File: src/hdl/sqltl_pkg.sv
// Shared types, codes, keyword table and character classes for the SQL token lexer.
package sqltl_pkg;

    // Lexer modes.
    localparam int MODE_W = 3;
    localparam logic [MODE_W-1:0] MODE_IDLE   = 3'd0;
    localparam logic [MODE_W-1:0] MODE_LT     = 3'd1;
    localparam logic [MODE_W-1:0] MODE_GT     = 3'd2;
    localparam logic [MODE_W-1:0] MODE_MINUS  = 3'd3;
    localparam logic [MODE_W-1:0] MODE_STRING = 3'd4;
    localparam logic [MODE_W-1:0] MODE_NUMBER = 3'd5;
    localparam logic [MODE_W-1:0] MODE_WORD   = 3'd6;
    localparam logic [MODE_W-1:0] MODE_ERROR  = 3'd7;

    // Token kinds.
    localparam logic [3:0] KIND_END     = 4'd0;
    localparam logic [3:0] KIND_KEYWORD = 4'd1;
    localparam logic [3:0] KIND_IDENT   = 4'd2;
    localparam logic [3:0] KIND_NUMBER  = 4'd3;
    localparam logic [3:0] KIND_STRING  = 4'd4;
    localparam logic [3:0] KIND_LPAREN  = 4'd5;
    localparam logic [3:0] KIND_RPAREN  = 4'd6;
    localparam logic [3:0] KIND_COMMA   = 4'd7;
    localparam logic [3:0] KIND_SEMI    = 4'd8;
    localparam logic [3:0] KIND_STAR    = 4'd9;
    localparam logic [3:0] KIND_EQ      = 4'd10;
    localparam logic [3:0] KIND_LT      = 4'd11;
    localparam logic [3:0] KIND_LE      = 4'd12;
    localparam logic [3:0] KIND_NE      = 4'd13;
    localparam logic [3:0] KIND_GT      = 4'd14;
    localparam logic [3:0] KIND_GE      = 4'd15;

    // Error codes.
    localparam logic [1:0] ERR_NONE     = 2'd0;
    localparam logic [1:0] ERR_UNEXPECT = 2'd1;
    localparam logic [1:0] ERR_UNCLOSED = 2'd2;

    // Characters with a meaning of their own.
    localparam logic [7:0] CH_LPAREN = 8'h28;
    localparam logic [7:0] CH_RPAREN = 8'h29;
    localparam logic [7:0] CH_COMMA  = 8'h2C;
    localparam logic [7:0] CH_SEMI   = 8'h3B;
    localparam logic [7:0] CH_STAR   = 8'h2A;
    localparam logic [7:0] CH_EQ     = 8'h3D;
    localparam logic [7:0] CH_LT     = 8'h3C;
    localparam logic [7:0] CH_GT     = 8'h3E;
    localparam logic [7:0] CH_QUOTE  = 8'h27;
    localparam logic [7:0] CH_MINUS  = 8'h2D;
    localparam logic [7:0] CH_UNDER  = 8'h5F;

    // Keyword table; text is right-aligned, first character in the highest used byte.
    localparam int KW_SLOTS     = 16;
    localparam int KW_MAX_CHARS = 8;
    localparam logic [63:0] KW_TEXT [KW_SLOTS] = '{
        64'("CREATE"), 64'("TABLE"), 64'("INSERT"), 64'("INTO"),
        64'("VALUES"), 64'("SELECT"), 64'("FROM"), 64'("WHERE"),
        64'("INT"), 64'("INTEGER"), 64'("VARCHAR"), 64'("TEXT"),
        64'h0, 64'h0, 64'h0, 64'h0
    };
    localparam logic [3:0] KW_LEN [KW_SLOTS] = '{
        4'd6, 4'd5, 4'd6, 4'd4, 4'd6, 4'd6, 4'd4, 4'd5,
        4'd3, 4'd7, 4'd7, 4'd4, 4'd0, 4'd0, 4'd0, 4'd0
    };

    // Result queue geometry.
    localparam int QDEPTH = 4;
    localparam int QPTR_W = 2;
    localparam int QCNT_W = 3;

    typedef struct packed {
        logic [7:0] char_in;
        logic       stmt_end;
    } char_item_t;

    typedef struct packed {
        logic [3:0] token_kind;
        logic [7:0] text_byte;
        logic       has_byte;
        logic       token_end;
        logic [3:0] keyword_id;
        logic [1:0] error_code;
        logic       last_of_run;
    } token_item_t;

    // Control from the step logic to the state registers and result queue.
    typedef struct packed {
        logic [1:0]        count;
        logic [MODE_W-1:0] mode_next;
        logic              word_start;
        logic              word_add;
    } step_ctl_t;

    function automatic logic [7:0] kw_byte(input int i, input int j);
        logic [63:0] t;
        logic [7:0]  r;
        t = KW_TEXT[i];
        r = 8'h00;
        if (j < int'(KW_LEN[i]))
        begin
            r = t[8*(int'(KW_LEN[i])-1-j) +: 8];
        end
        return r;
    endfunction

    function automatic token_item_t mk_tok(input logic [3:0] kind, input logic [7:0] b,
                                           input logic hb, input logic te,
                                           input logic [3:0] kid, input logic [1:0] err);
        token_item_t t;
        t.token_kind  = kind;
        t.text_byte   = b;
        t.has_byte    = hb;
        t.token_end   = te;
        t.keyword_id  = kid;
        t.error_code  = err;
        t.last_of_run = 1'b0;
        return t;
    endfunction

    function automatic logic is_space(input logic [7:0] c);
        return (c == 8'd32) || (c >= 8'd9 && c <= 8'd13);
    endfunction

    function automatic logic is_digit(input logic [7:0] c);
        return (c >= 8'h30) && (c <= 8'h39);
    endfunction

    function automatic logic is_alpha(input logic [7:0] c);
        return ((c >= 8'h41) && (c <= 8'h5A)) || ((c >= 8'h61) && (c <= 8'h7A));
    endfunction

    function automatic logic is_word(input logic [7:0] c);
        return is_alpha(c) || is_digit(c) || (c == CH_UNDER);
    endfunction

    function automatic logic [7:0] to_upper(input logic [7:0] c);
        return ((c >= 8'h61) && (c <= 8'h7A)) ? (c - 8'd32) : c;
    endfunction

endpackage

File: src/hdl/sqltl_kw_match.sv
// Parallel comparison of the buffered word against the keyword table.
module sqltl_kw_match
    import sqltl_pkg::*;
#(
    parameter int WORD_BUF_LEN  = 7,
    parameter int KEYWORD_COUNT = 12,
    parameter int LEN_W         = $clog2(WORD_BUF_LEN + 1)
)
(
    input  logic [WORD_BUF_LEN-1:0][7:0] word_buf,
    input  logic [LEN_W-1:0]             word_len,
    input  logic                         word_ovf,
    output logic                         hit,
    output logic [3:0]                   kw_id
);

    localparam int CMP_N = (WORD_BUF_LEN < KW_MAX_CHARS) ? WORD_BUF_LEN : KW_MAX_CHARS;

    logic [KEYWORD_COUNT-1:0] match;

    always_comb
    begin
        for (int i = 0; i < KEYWORD_COUNT; i++)
        begin
            match[i] = !word_ovf && (5'(word_len) == 5'(KW_LEN[i]));
            for (int j = 0; j < CMP_N; j++)
            begin
                if ((j < int'(KW_LEN[i])) && (word_buf[j] != kw_byte(i, j)))
                begin
                    match[i] = 1'b0;
                end
            end
        end
    end

    // Lowest matching index wins.
    always_comb
    begin
        kw_id = 4'd0;
        for (int i = KEYWORD_COUNT - 1; i >= 0; i--)
        begin
            if (match[i])
            begin
                kw_id = 4'(i);
            end
        end
        hit = |match;
    end

endmodule

File: src/hdl/sqltl_step.sv
// Per-item lexer decision: results, result count and next mode.
module sqltl_step
    import sqltl_pkg::*;
(
    input  logic [MODE_W-1:0] mode,
    input  char_item_t        item,
    input  logic              kw_hit,
    input  logic [3:0]        kw_id,
    output token_item_t       res0,
    output token_item_t       res1,
    output step_ctl_t         ctl
);

    // Outcome of a byte seen in idle.
    logic              ib_emit;
    token_item_t       ib_res;
    logic [MODE_W-1:0] ib_mode;
    logic              ib_start;

    token_item_t end_tok;
    token_item_t r0;
    token_item_t r1;
    logic [7:0]  c;
    logic        eoi;

    assign c       = item.char_in;
    assign eoi     = item.stmt_end;
    assign end_tok = mk_tok(KIND_END, 8'h00, 1'b0, 1'b1, 4'd0, ERR_NONE);

    always_comb
    begin
        ib_emit  = 1'b1;
        ib_mode  = MODE_IDLE;
        ib_start = 1'b0;
        ib_res   = mk_tok(KIND_END, 8'h00, 1'b0, 1'b1, 4'd0, ERR_NONE);
        case (c)
            CH_LPAREN: ib_res.token_kind = KIND_LPAREN;
            CH_RPAREN: ib_res.token_kind = KIND_RPAREN;
            CH_COMMA:  ib_res.token_kind = KIND_COMMA;
            CH_SEMI:   ib_res.token_kind = KIND_SEMI;
            CH_STAR:   ib_res.token_kind = KIND_STAR;
            CH_EQ:     ib_res.token_kind = KIND_EQ;
            CH_LT:
            begin
                ib_emit = 1'b0;
                ib_mode = MODE_LT;
            end
            CH_GT:
            begin
                ib_emit = 1'b0;
                ib_mode = MODE_GT;
            end
            CH_QUOTE:
            begin
                ib_emit = 1'b0;
                ib_mode = MODE_STRING;
            end
            CH_MINUS:
            begin
                ib_emit = 1'b0;
                ib_mode = MODE_MINUS;
            end
            default:
            begin
                if (is_space(c))
                begin
                    ib_emit = 1'b0;
                end
                else if (is_digit(c))
                begin
                    ib_mode = MODE_NUMBER;
                    ib_res  = mk_tok(KIND_NUMBER, c, 1'b1, 1'b0, 4'd0, ERR_NONE);
                end
                else if (is_alpha(c) || (c == CH_UNDER))
                begin
                    ib_mode  = MODE_WORD;
                    ib_start = 1'b1;
                    ib_res   = mk_tok(KIND_IDENT, c, 1'b1, 1'b0, 4'd0, ERR_NONE);
                end
                else
                begin
                    ib_mode = MODE_ERROR;
                    ib_res  = mk_tok(KIND_END, 8'h00, 1'b0, 1'b1, 4'd0, ERR_UNEXPECT);
                end
            end
        endcase
    end

    always_comb
    begin
        r0             = end_tok;
        r1             = end_tok;
        ctl.count      = 2'd0;
        ctl.mode_next  = mode;
        ctl.word_start = 1'b0;
        ctl.word_add   = 1'b0;

        unique case (mode)
            MODE_ERROR:
            begin
                if (eoi)
                begin
                    ctl.count     = 2'd1;
                    ctl.mode_next = MODE_IDLE;
                end
            end
            MODE_LT, MODE_GT:
            begin
                r0 = mk_tok((mode == MODE_LT) ? KIND_LT : KIND_GT, 8'h00, 1'b0, 1'b1,
                            4'd0, ERR_NONE);
                if (eoi)
                begin
                    ctl.count     = 2'd2;
                    ctl.mode_next = MODE_IDLE;
                end
                else if (c == CH_EQ)
                begin
                    r0.token_kind = (mode == MODE_LT) ? KIND_LE : KIND_GE;
                    ctl.count     = 2'd1;
                    ctl.mode_next = MODE_IDLE;
                end
                else if ((mode == MODE_LT) && (c == CH_GT))
                begin
                    r0.token_kind = KIND_NE;
                    ctl.count     = 2'd1;
                    ctl.mode_next = MODE_IDLE;
                end
                else
                begin
                    r1             = ib_res;
                    ctl.count      = ib_emit ? 2'd2 : 2'd1;
                    ctl.mode_next  = ib_mode;
                    ctl.word_start = ib_start;
                end
            end
            MODE_MINUS:
            begin
                r0 = mk_tok(KIND_END, 8'h00, 1'b0, 1'b1, 4'd0, ERR_UNEXPECT);
                if (eoi)
                begin
                    ctl.count     = 2'd2;
                    ctl.mode_next = MODE_IDLE;
                end
                else if (is_digit(c))
                begin
                    r0            = mk_tok(KIND_NUMBER, CH_MINUS, 1'b1, 1'b0, 4'd0, ERR_NONE);
                    r1            = mk_tok(KIND_NUMBER, c, 1'b1, 1'b0, 4'd0, ERR_NONE);
                    ctl.count     = 2'd2;
                    ctl.mode_next = MODE_NUMBER;
                end
                else
                begin
                    ctl.count     = 2'd1;
                    ctl.mode_next = MODE_ERROR;
                end
            end
            MODE_STRING:
            begin
                ctl.count = 2'd1;
                if (eoi)
                begin
                    r0            = mk_tok(KIND_END, 8'h00, 1'b0, 1'b1, 4'd0, ERR_UNCLOSED);
                    ctl.count     = 2'd2;
                    ctl.mode_next = MODE_IDLE;
                end
                else if (c == CH_QUOTE)
                begin
                    r0            = mk_tok(KIND_STRING, 8'h00, 1'b0, 1'b1, 4'd0, ERR_NONE);
                    ctl.mode_next = MODE_IDLE;
                end
                else
                begin
                    r0 = mk_tok(KIND_STRING, c, 1'b1, 1'b0, 4'd0, ERR_NONE);
                end
            end
            MODE_NUMBER, MODE_WORD:
            begin
                if (!eoi && (mode == MODE_NUMBER) && is_digit(c))
                begin
                    r0        = mk_tok(KIND_NUMBER, c, 1'b1, 1'b0, 4'd0, ERR_NONE);
                    ctl.count = 2'd1;
                end
                else if (!eoi && (mode == MODE_WORD) && is_word(c))
                begin
                    r0           = mk_tok(KIND_IDENT, c, 1'b1, 1'b0, 4'd0, ERR_NONE);
                    ctl.count    = 2'd1;
                    ctl.word_add = 1'b1;
                end
                else
                begin
                    if (mode == MODE_NUMBER)
                    begin
                        r0 = mk_tok(KIND_NUMBER, 8'h00, 1'b0, 1'b1, 4'd0, ERR_NONE);
                    end
                    else if (kw_hit)
                    begin
                        r0 = mk_tok(KIND_KEYWORD, 8'h00, 1'b0, 1'b1, kw_id, ERR_NONE);
                    end
                    else
                    begin
                        r0 = mk_tok(KIND_IDENT, 8'h00, 1'b0, 1'b1, 4'd0, ERR_NONE);
                    end
                    if (eoi)
                    begin
                        ctl.count     = 2'd2;
                        ctl.mode_next = MODE_IDLE;
                    end
                    else
                    begin
                        r1             = ib_res;
                        ctl.count      = ib_emit ? 2'd2 : 2'd1;
                        ctl.mode_next  = ib_mode;
                        ctl.word_start = ib_start;
                    end
                end
            end
            default:
            begin
                if (eoi)
                begin
                    ctl.count     = 2'd1;
                    ctl.mode_next = MODE_IDLE;
                end
                else
                begin
                    r0             = ib_res;
                    ctl.count      = ib_emit ? 2'd1 : 2'd0;
                    ctl.mode_next  = ib_mode;
                    ctl.word_start = ib_start;
                end
            end
        endcase
    end

    // Flag the final result of the item.
    always_comb
    begin
        res0 = r0;
        res1 = r1;
        res0.last_of_run = (ctl.count == 2'd1);
        res1.last_of_run = (ctl.count == 2'd2);
    end

endmodule

File: src/hdl/sqltl_res_queue.sv
// Four-entry result queue that takes up to two results per cycle and gives one.
module sqltl_res_queue
    import sqltl_pkg::*;
(
    input  logic        clk,
    input  logic        rst_n,
    input  logic [1:0]  push_count,
    input  token_item_t push0,
    input  token_item_t push1,
    input  logic        pop,
    output logic        room,
    output logic        valid,
    output token_item_t head
);

    token_item_t       q_reg [QDEPTH];
    logic [QPTR_W-1:0] head_reg;
    logic [QPTR_W-1:0] head_next;
    logic [QPTR_W-1:0] tail_reg;
    logic [QPTR_W-1:0] tail_next;
    logic [QCNT_W-1:0] count_reg;
    logic [QCNT_W-1:0] count_next;
    logic [QPTR_W-1:0] tail_plus1;

    assign tail_plus1 = tail_reg + QPTR_W'(1);
    assign room       = (count_reg <= QCNT_W'(QDEPTH - 2));
    assign valid      = (count_reg != '0);
    assign head       = q_reg[head_reg];
    assign head_next  = pop ? (head_reg + QPTR_W'(1)) : head_reg;
    assign tail_next  = tail_reg + QPTR_W'(push_count);
    assign count_next = count_reg + QCNT_W'(push_count) - QCNT_W'(pop);

    always_ff @(posedge clk or negedge rst_n)
    begin
        if (!rst_n)
        begin
            head_reg  <= '0;
            tail_reg  <= '0;
            count_reg <= '0;
        end
        else
        begin
            head_reg  <= head_next;
            tail_reg  <= tail_next;
            count_reg <= count_next;
        end
    end

    always_ff @(posedge clk)
    begin
        for (int k = 0; k < QDEPTH; k++)
        begin
            if ((push_count != 2'd0) && (QPTR_W'(k) == tail_reg))
            begin
                q_reg[k] <= push0;
            end
            else if ((push_count == 2'd2) && (QPTR_W'(k) == tail_plus1))
            begin
                q_reg[k] <= push1;
            end
        end
    end

endmodule

File: src/hdl/sql_token_lexer.sv
// Top level of the streaming SQL token lexer.
//
// The lexer takes one character item per cycle while char_stall is low and
// gives token items. Each accepted item lands in an input register; once
// the queue has room for two results, one pass of shallow logic decides
// its results from the lexer mode and the word buffer, updates the state,
// and writes zero, one or two results into a four-entry result queue that
// drives the token channel. A new character item is taken in every cycle
// while the queue has room for two results, so the sustained rate is one
// item per cycle whenever the items cause at most one result each; an item
// that causes two results (an operator closed by lookahead, a signed
// number, a token closed by end of input) slows the input, since the token
// channel gives one result per cycle. Words keep their first WORD_BUF_LEN
// upper-cased characters for the keyword compare, which runs against all
// KEYWORD_COUNT keywords in parallel when the word ends; longer words are
// never keywords. After an unexpected character the block drops bytes
// until the next end of input item.
module sql_token_lexer
    import sqltl_pkg::*;
#(
    parameter int WORD_BUF_LEN  = 7,
    parameter int KEYWORD_COUNT = 12
)
(
    input  logic        clk,
    input  logic        rst_n,
    input  logic        char_valid,
    output logic        char_stall,
    input  char_item_t  char_item,
    output logic        token_valid,
    input  logic        token_stall,
    output token_item_t token_item
);

    localparam int LEN_W = $clog2(WORD_BUF_LEN + 1);

    // Input register.
    logic       in_full_reg;
    logic       in_full_next;
    char_item_t in_item_reg;
    logic       char_accept;
    logic       fire;
    logic       q_room;

    // Lexer state.
    logic [MODE_W-1:0]             mode_reg;
    logic [LEN_W-1:0]              word_len_reg;
    logic [LEN_W-1:0]              word_len_next;
    logic                          word_ovf_reg;
    logic                          word_ovf_next;
    logic [WORD_BUF_LEN-1:0][7:0]  word_buf_reg;
    logic                          buf_wr_en;
    logic [LEN_W-1:0]              buf_wr_pos;
    logic [7:0]                    buf_wr_char;

    // Step results.
    logic        kw_hit;
    logic [3:0]  kw_id;
    token_item_t res0;
    token_item_t res1;
    step_ctl_t   ctl;

    // The item in the input register is processed once the queue can take
    // both of its possible results.
    assign fire         = in_full_reg && q_room;
    assign char_stall   = in_full_reg && !fire;
    assign char_accept  = char_valid && !char_stall;
    assign in_full_next = char_accept ? 1'b1 : (fire ? 1'b0 : in_full_reg);

    always_ff @(posedge clk or negedge rst_n)
    begin
        if (!rst_n)
        begin
            in_full_reg <= 1'b0;
        end
        else
        begin
            in_full_reg <= in_full_next;
        end
    end

    always_ff @(posedge clk)
    begin
        if (char_accept)
        begin
            in_item_reg <= char_item;
        end
    end

    sqltl_kw_match #(
        .WORD_BUF_LEN  (WORD_BUF_LEN),
        .KEYWORD_COUNT (KEYWORD_COUNT),
        .LEN_W         (LEN_W)
    ) u_kw_match (
        .word_buf (word_buf_reg),
        .word_len (word_len_reg),
        .word_ovf (word_ovf_reg),
        .hit      (kw_hit),
        .kw_id    (kw_id)
    );

    sqltl_step u_step (
        .mode   (mode_reg),
        .item   (in_item_reg),
        .kw_hit (kw_hit),
        .kw_id  (kw_id),
        .res0   (res0),
        .res1   (res1),
        .ctl    (ctl)
    );

    // A new word restarts the buffer with its first character; later
    // characters fill the buffer until it is full and then set overflow.
    assign buf_wr_char = to_upper(in_item_reg.char_in);
    assign buf_wr_pos  = ctl.word_start ? '0 : word_len_reg;
    assign buf_wr_en   = fire && (ctl.word_start ||
                         (ctl.word_add && (word_len_reg < LEN_W'(WORD_BUF_LEN))));

    always_comb
    begin
        word_len_next = word_len_reg;
        word_ovf_next = word_ovf_reg;
        if (fire && ctl.word_start)
        begin
            word_len_next = LEN_W'(1);
            word_ovf_next = 1'b0;
        end
        else if (fire && ctl.word_add)
        begin
            if (word_len_reg < LEN_W'(WORD_BUF_LEN))
            begin
                word_len_next = word_len_reg + LEN_W'(1);
            end
            else
            begin
                word_ovf_next = 1'b1;
            end
        end
    end

    always_ff @(posedge clk or negedge rst_n)
    begin
        if (!rst_n)
        begin
            mode_reg     <= MODE_IDLE;
            word_len_reg <= '0;
            word_ovf_reg <= 1'b0;
        end
        else
        begin
            if (fire)
            begin
                mode_reg <= ctl.mode_next;
            end
            word_len_reg <= word_len_next;
            word_ovf_reg <= word_ovf_next;
        end
    end

    always_ff @(posedge clk)
    begin
        for (int k = 0; k < WORD_BUF_LEN; k++)
        begin
            if (buf_wr_en && (buf_wr_pos == LEN_W'(k)))
            begin
                word_buf_reg[k] <= buf_wr_char;
            end
        end
    end

    sqltl_res_queue u_res_queue (
        .clk        (clk),
        .rst_n      (rst_n),
        .push_count (fire ? ctl.count : 2'd0),
        .push0      (res0),
        .push1      (res1),
        .pop        (token_valid && !token_stall),
        .room       (q_room),
        .valid      (token_valid),
        .head       (token_item)
    );

endmodule
File: config.mk
export PLATFORM = sky130hd
export DESIGN_NAME = sql_token_lexer
export DESIGN_NICKNAME = d
export VERILOG_FILES = /design/src/hdl/sqltl_pkg.sv /design/src/hdl/sqltl_kw_match.sv /design/src/hdl/sqltl_step.sv /design/src/hdl/sqltl_res_queue.sv /design/src/hdl/sql_token_lexer.sv
export SDC_FILE = /design/constraint.sdc
export NUM_CORES = 1
export LEC_CHECK = 0
export ABC_AREA = 1
export BUFFER_PORTS_ARGS = -buffer_cell sky130_fd_sc_hd__buf_2
export CAP_MARGIN = 5
export CORE_MARGIN = 2
export CORE_UTILIZATION = 41
export DETAILED_ROUTE_END_ITERATION = 10
export SYNTH_ARGS = -nofsm -noshare
export SYNTH_HDL_FRONTEND = slang
export SYNTH_SLANG_ARGS = --single-unit
File: constraint.sdc
create_clock -name clk -period 7 [get_ports clk]
set_input_delay 1.4 -clock clk [delete_from_list [all_inputs] [get_ports clk]]
set_output_delay 1.4 -clock clk [all_outputs]
set_load 0.02 [all_outputs]
**Word level (Yosys, flattened, before mapping)**

Memory sizes are Yosys's and may differ from the RTL's.
Index checks and enable logic that the tools add are counted.

- Flip-flop bits (word level): 80
- RAM bits: 84
- Input bits: 13
- Output and inout port bits: 23
- Word-level logic and storage cells: 369
- Memories: 1

Memory list:

| memory | depth | bits a word | rd ports | clocked after Yosys merged registers in | write ports | line | source |
|---|---|---|---|---|---|---|---|
| u_res_queue.q_reg | 4 | 21 | 1 | 0 | 2 | sqltl_res_queue.sv:16 | `token_item_t q_reg [QDEPTH];` |

- Add/sub/neg operators: 7
- Order comparisons: 10
- Equality and inequality tests: 84
- Multiplexer cells: 179
- Bitwise gates (word level): 4
- Reductions and logical operators: 68

Operators by type and width:

| cell | count |
|---|---|
| 21-bit two-way mux | 20 |
| 8-bit by 7-bit != test with 1-bit output, second input constant | 40 |
| 21-bit one-hot mux with 5 select lines | 1 |
| 1-bit two-way mux | 103 |
| 8-bit by 6-bit == test with 1-bit output, second input constant | 11 |
| 19-bit two-way mux | 4 |
| 4-bit two-way mux | 17 |
| 21-bit one-hot mux with 3 select lines | 1 |
| 21-bit OR reduction | 2 |
| 5-bit two-way mux | 8 |
| 1-bit logical AND | 37 |
| 17-bit two-way mux | 2 |
| 3-bit == test, second input constant | 11 |
| 4-bit one-hot mux with 7 select lines | 1 |
| 5-bit one-hot mux with 5 select lines | 1 |
| 3-bit two-way mux | 8 |
| 2-bit two-way mux | 9 |
| 8-bit by 7-bit greater-or-equal comparator with 1-bit output, second input constant | 2 |
| 8-bit by 7-bit <= comparator with 1-bit output, second input constant | 2 |
| 3-bit by 2-bit == test with 1-bit output, second input constant | 5 |
| 3-bit one-hot mux with 5 select lines | 1 |
| 12-bit OR reduction | 1 |
| 10-bit OR reduction | 1 |
| 2-bit == test, first input constant | 4 |
| 36 further kinds | 60 |

**Longest topological paths before layout**

- Word-level depth: 27
- Mapped depth: 19
- Depth with buffers taken out: 19

**Cells and area by module**

From an unflattened synthesis, not the netlist that was laid out.

- Cells, all modules: 1294
- Area, all modules: 10042.1 µm²

Modules (own cells, without submodules):

| module | times used | cells an instance | area each (µm²) | sequential area each (µm²) |
|---|---|---|---|---|
| sqltl_res_queue | 1 | 645 | 5111.2 | 2697.6 |
| sql_token_lexer | 1 | 155 | 2590.0 | 2152.1 |
| sqltl_step | 1 | 245 | 1197.4 | 0.0 |
| sqltl_kw_match | 1 | 249 | 1143.6 | 0.0 |

**Least setup slack after synthesis**

OpenSTA, ideal clock, no wires.

- Kind: reg2reg
- Start point: reg in_item_reg[1] in the netlist's numbering
- End point: mem u_res_queue.q_reg[0][0] in the netlist's numbering (enable)
- Library setup time: 0.402 ns
- Arrival time: 2.938 ns
- Required time: 6.598 ns
- Path slack: 3.660 ns
- Stages on the path, launching flop included: 16
- Buffers on the path: 2
- Clock period less this slack: 3.340 ns
- Path through: edfxtp_1 buf_2 nor2_4 nand2_1 nand2_1 nand3_2 nand2_2 nand4_4 nand2_2 nand4_1 nand2_1 nand2_4 nand2_1 buf_2 inv_1 o21ai_1

RTL lines:

| item | line | source |
|---|---|---|
| from (decl) | sql_token_lexer.sv:40 | `char_item_t in_item_reg;` |
| from (signal assigned) | sql_token_lexer.sv:86 | `in_item_reg <= char_item;` |
| to (decl) | sqltl_res_queue.sv:16 |  |

==> results.md <==
- Status: finished, final reports clean
- PD cells: 411.5 nW/um2
- Worst-path clk slew: 0.07 ns
- Hold Crit Start: u_res_queue.q_reg[2][6]
- Area leader, netlist: edfxtp_1
- RSZ-0062 raised after global routing: false
- Nets: 1,145
- Initial core utilization: 41.99%
- Top cells by area, synth: edfxtp_1 (47%), nand2_1 (8.0%), nor2_1 (7.0%), nand3_1 (5.3%), inv_1 (5.2%)
- Yosys top cell area share: 47.04%
- Crit start category: flip-flop
- Post-DP HPWL: 18.09 mm
- Cells after Synth: 1,090
- Worst vdd ir: 190.9 uV
- Diode count: 0
- Grt total ovfl: 0
- Latest clock arrival within the worst-skew pair: 0.42 ns
- Most numerous cell in the Yosys netlist: nand2_1
- Die Ht: 153.7 um
- Final non-filler cell total: 1,411
- Die W: 153.7 um
- Post-route setup slack: 3.004 ns
- Std cell rows: 54
- Leakage Power: 4.078 nW
- Drt wl/cell: 17.48 um
- Syn_nets: 1,117
- Netlist Area Pre-Place: 9193 um2
- RR Endpoint: u_res_queue.q_reg[0][13]
- EDFF count, synth: 144
- Crit path launch: in_item_reg[2]
- Critical path endpoint category: flip-flop
- Hold EP: u_res_queue.q_reg[2][6]
- Clk sink count: 164
- Hold Path Class: flip-flop to flip-flop
- R2R cell count: 12
- CP top delay family: compound AO/OA/AOI/OAI gates
- FF+latch count, synth: 164
- Ratio of cells with drive above 1 in the final layout: 10.26%
- Rel. slew slack: 18.60%
- # setup viols final: 0
- CTS Buf Count: 17
- Initial antenna violation count: 0
- Post-DR vias/cell: 5.478
- Synthesized area per cell: 8.434 um2
- Ys async rst share: 9.146%
- Synth top cells by count: nand2_1 (195), nor2_1 (172), edfxtp_1 (144)
- WS Path Type: flip-flop to flip-flop
- Max reg flops: 84
- Drt first pass iters: 6
- Port Buffers: 35
- H-tree depth: 4
- Gr usage total: 21.06%
- Setup WS pre-CTS: 3.050 ns
- Core ar.: 21,890 um2
- Root Buffer: clkbuf_16
- Placed cell count: 1,378
- Sequential fraction of the synthesis area: 52.21%
- Cell depth of the worst hold path: 2
- Starting DRC count in detailed routing: 698
- Netlist cell types: 49
- Maxcap violations: 0
- Boundary pin count: 36
- Slowest-stage cell, CP: o21ai_2
- Setup_tns: 0 ns
- Pins Over Slew Limit: 0
- Final hold vios: 0
- Crit path DAT: 4.03 ns
- Largest net degree at the start of global routing: 45
- Worst R2R Setup Slack: 3.00 ns
- YS warnings: 0
- Final Critical Period: 3.996 ns
- Routed Antenna Nets: 0
- Cts hold-fix bufs: 0
- Post-Route WL: 24.67 mm
- CP Cell Sequence: inv_1 -> nor2_1 -> nor2_1 -> a21oi_1 -> nand3_1 -> nand2_1 -> a21oi_1 -> nand2_1 -> nand2_4 -> nand2_1 -> inv_1 -> o21ai_2
- Main synth FF type: edfxtp_1
- Vias in the first global route: 7,121
- Total die area: 23,630 um2
- GP Congestion: 0.9538
- DR vias: 7,729
- Slew @ Worst Pin: 1.221 ns
- Global-route wire length before repair: 38.97 mm
- DRC: 0
- CTS tree: built
- Number of setup buffers added after CTS: 0
- CP required: 7.04 ns
- Maximum root-to-sink buffer count: 2
- Fin crit share: 57.08%
- Post_cts resized: 0
- Crit path max fanout: 21
- Max Freq: 250.3 MHz
- Crit Reg-Reg Startpoint: in_item_reg[2]
- Clock Skews: 0.009334 ns
- CP max stage delay: 0.95 ns
- Synth-to-Final Area Change: 11.00%
- Worst path buffer plus inverter count: 2
- Crit-path most repeated cell: nand2_1
area by class of cell:
type	count	area, um2
fill	2128	11690
sequential	164	4800
multi-input combinational	756	3714
inverter	140	528.0
clock buffer	18	429.2
tap	280	350.3
timing repair buffer	39	217.7
clock inverter	14	165.2
metrics by stage:
stage | power, mW | hold slack [ns] | utilization (%) | cell area (um2)
floorplan | 2.724 | 0.4440 | - | 9193
global placement | 3.224 | 0.4907 | 43.80 | 9589
detailed placement | 3.245 | 0.4882 | 43.80 | 9589
CTS | 4.204 | 0.5041 | 46.52 | 10180
global route | 4.471 | 0.5435 | 46.61 | 10200
finish | 4.199 | 0.5092 | 46.61 | 10200
worst reg2reg max path, stage by stage, from the launching register on:
cell and delay (ns):
edfxtp_1 0.80, inv_1 0.26, nor2_1 0.17, nor2_1 0.06, a21oi_1 0.30, nand3_1 0.17, nand2_1 0.09, a21oi_1 0.07
nand2_1 0.14, nand2_4 0.11, nand2_1 0.36, inv_1 0.14, o21ai_2 0.95
how the worst max path moves through the flow:
stage / end / depth (start not counted)
2_1_floorplan: u_res_queue.q_reg[0][0] / 15
4_1_cts: token_item[4] / 5
5_1_grt: u_res_queue.q_reg[0][10] / 12
3_3_place_gp: u_res_queue.q_reg[0][15] / 12
6_report: u_res_queue.q_reg[0][13] / 12
3_5_place_dp: u_res_queue.q_reg[0][13] / 12
logic make-up (layout without fill, tap and decap cells):
logic type | Yosys count | in the layout | share of synthesized area, %
AO/OA/AOI/OAI | 180 | 180 | 10.94
flip-flops | 164 | 164 | 52.21
XOR/XNOR | 6 | 6 | 0.5718
adder cells (fa/ha/maj) | 14 | 14 | 1.987
buffers and inverters | 170 | 211 | 7.472
AND/OR/NAND/NOR | 556 | 556 | 26.81
routing by layer:
layer  vias up  GRT usage [%]  part of all wire, %
met1      3634          30.45                   47
li1       3761              -                    -
met4         0          6.509                  2.3
met5         -              0                    0
met2       286          32.00                   44
met3        48          4.256                  6.8
report_power, final:
part / total [mW] / switching, mW / internal, mW / leakage, nW
registers: 1.59 / 0.148 / 1.44 / 1.52
logic: 1.65 / 1.19 / 0.459 / 2.27
clock network: 0.959 / 0.421 / 0.538 / 0.286
total: 4.20 / 1.76 / 2.43 / 4.08
layout by cell type (no fill, tap or decap), types with 3 or more instances in the layout:
master	n
a21oi_1	22
o22ai_1	24
o21ai_1	31
nor2_1	172
clkbuf_16	17
nor2_2	6
nand2_1	195
nand4_1	17
xor2_1	3
a22oi_1	3
nor3_1	32
buf_4	3
nor3_2	3
ha_1	13
nand3_1	97
dfrtp_1	15
nand3b_1	4
a31oi_1	6
inv_2	10
xnor2_1	3
nor2_4	3
inv_8	3
edfxtp_1	144
buf_2	35
o211ai_1	4
inv_6	5
o2111ai_1	3
o21ai_0	76
inv_1	128
o21ai_2	6
dfxtp_1	5
nand2_2	8
nor4_1	5
No activity file was read; power rests on OpenSTA's default activity.
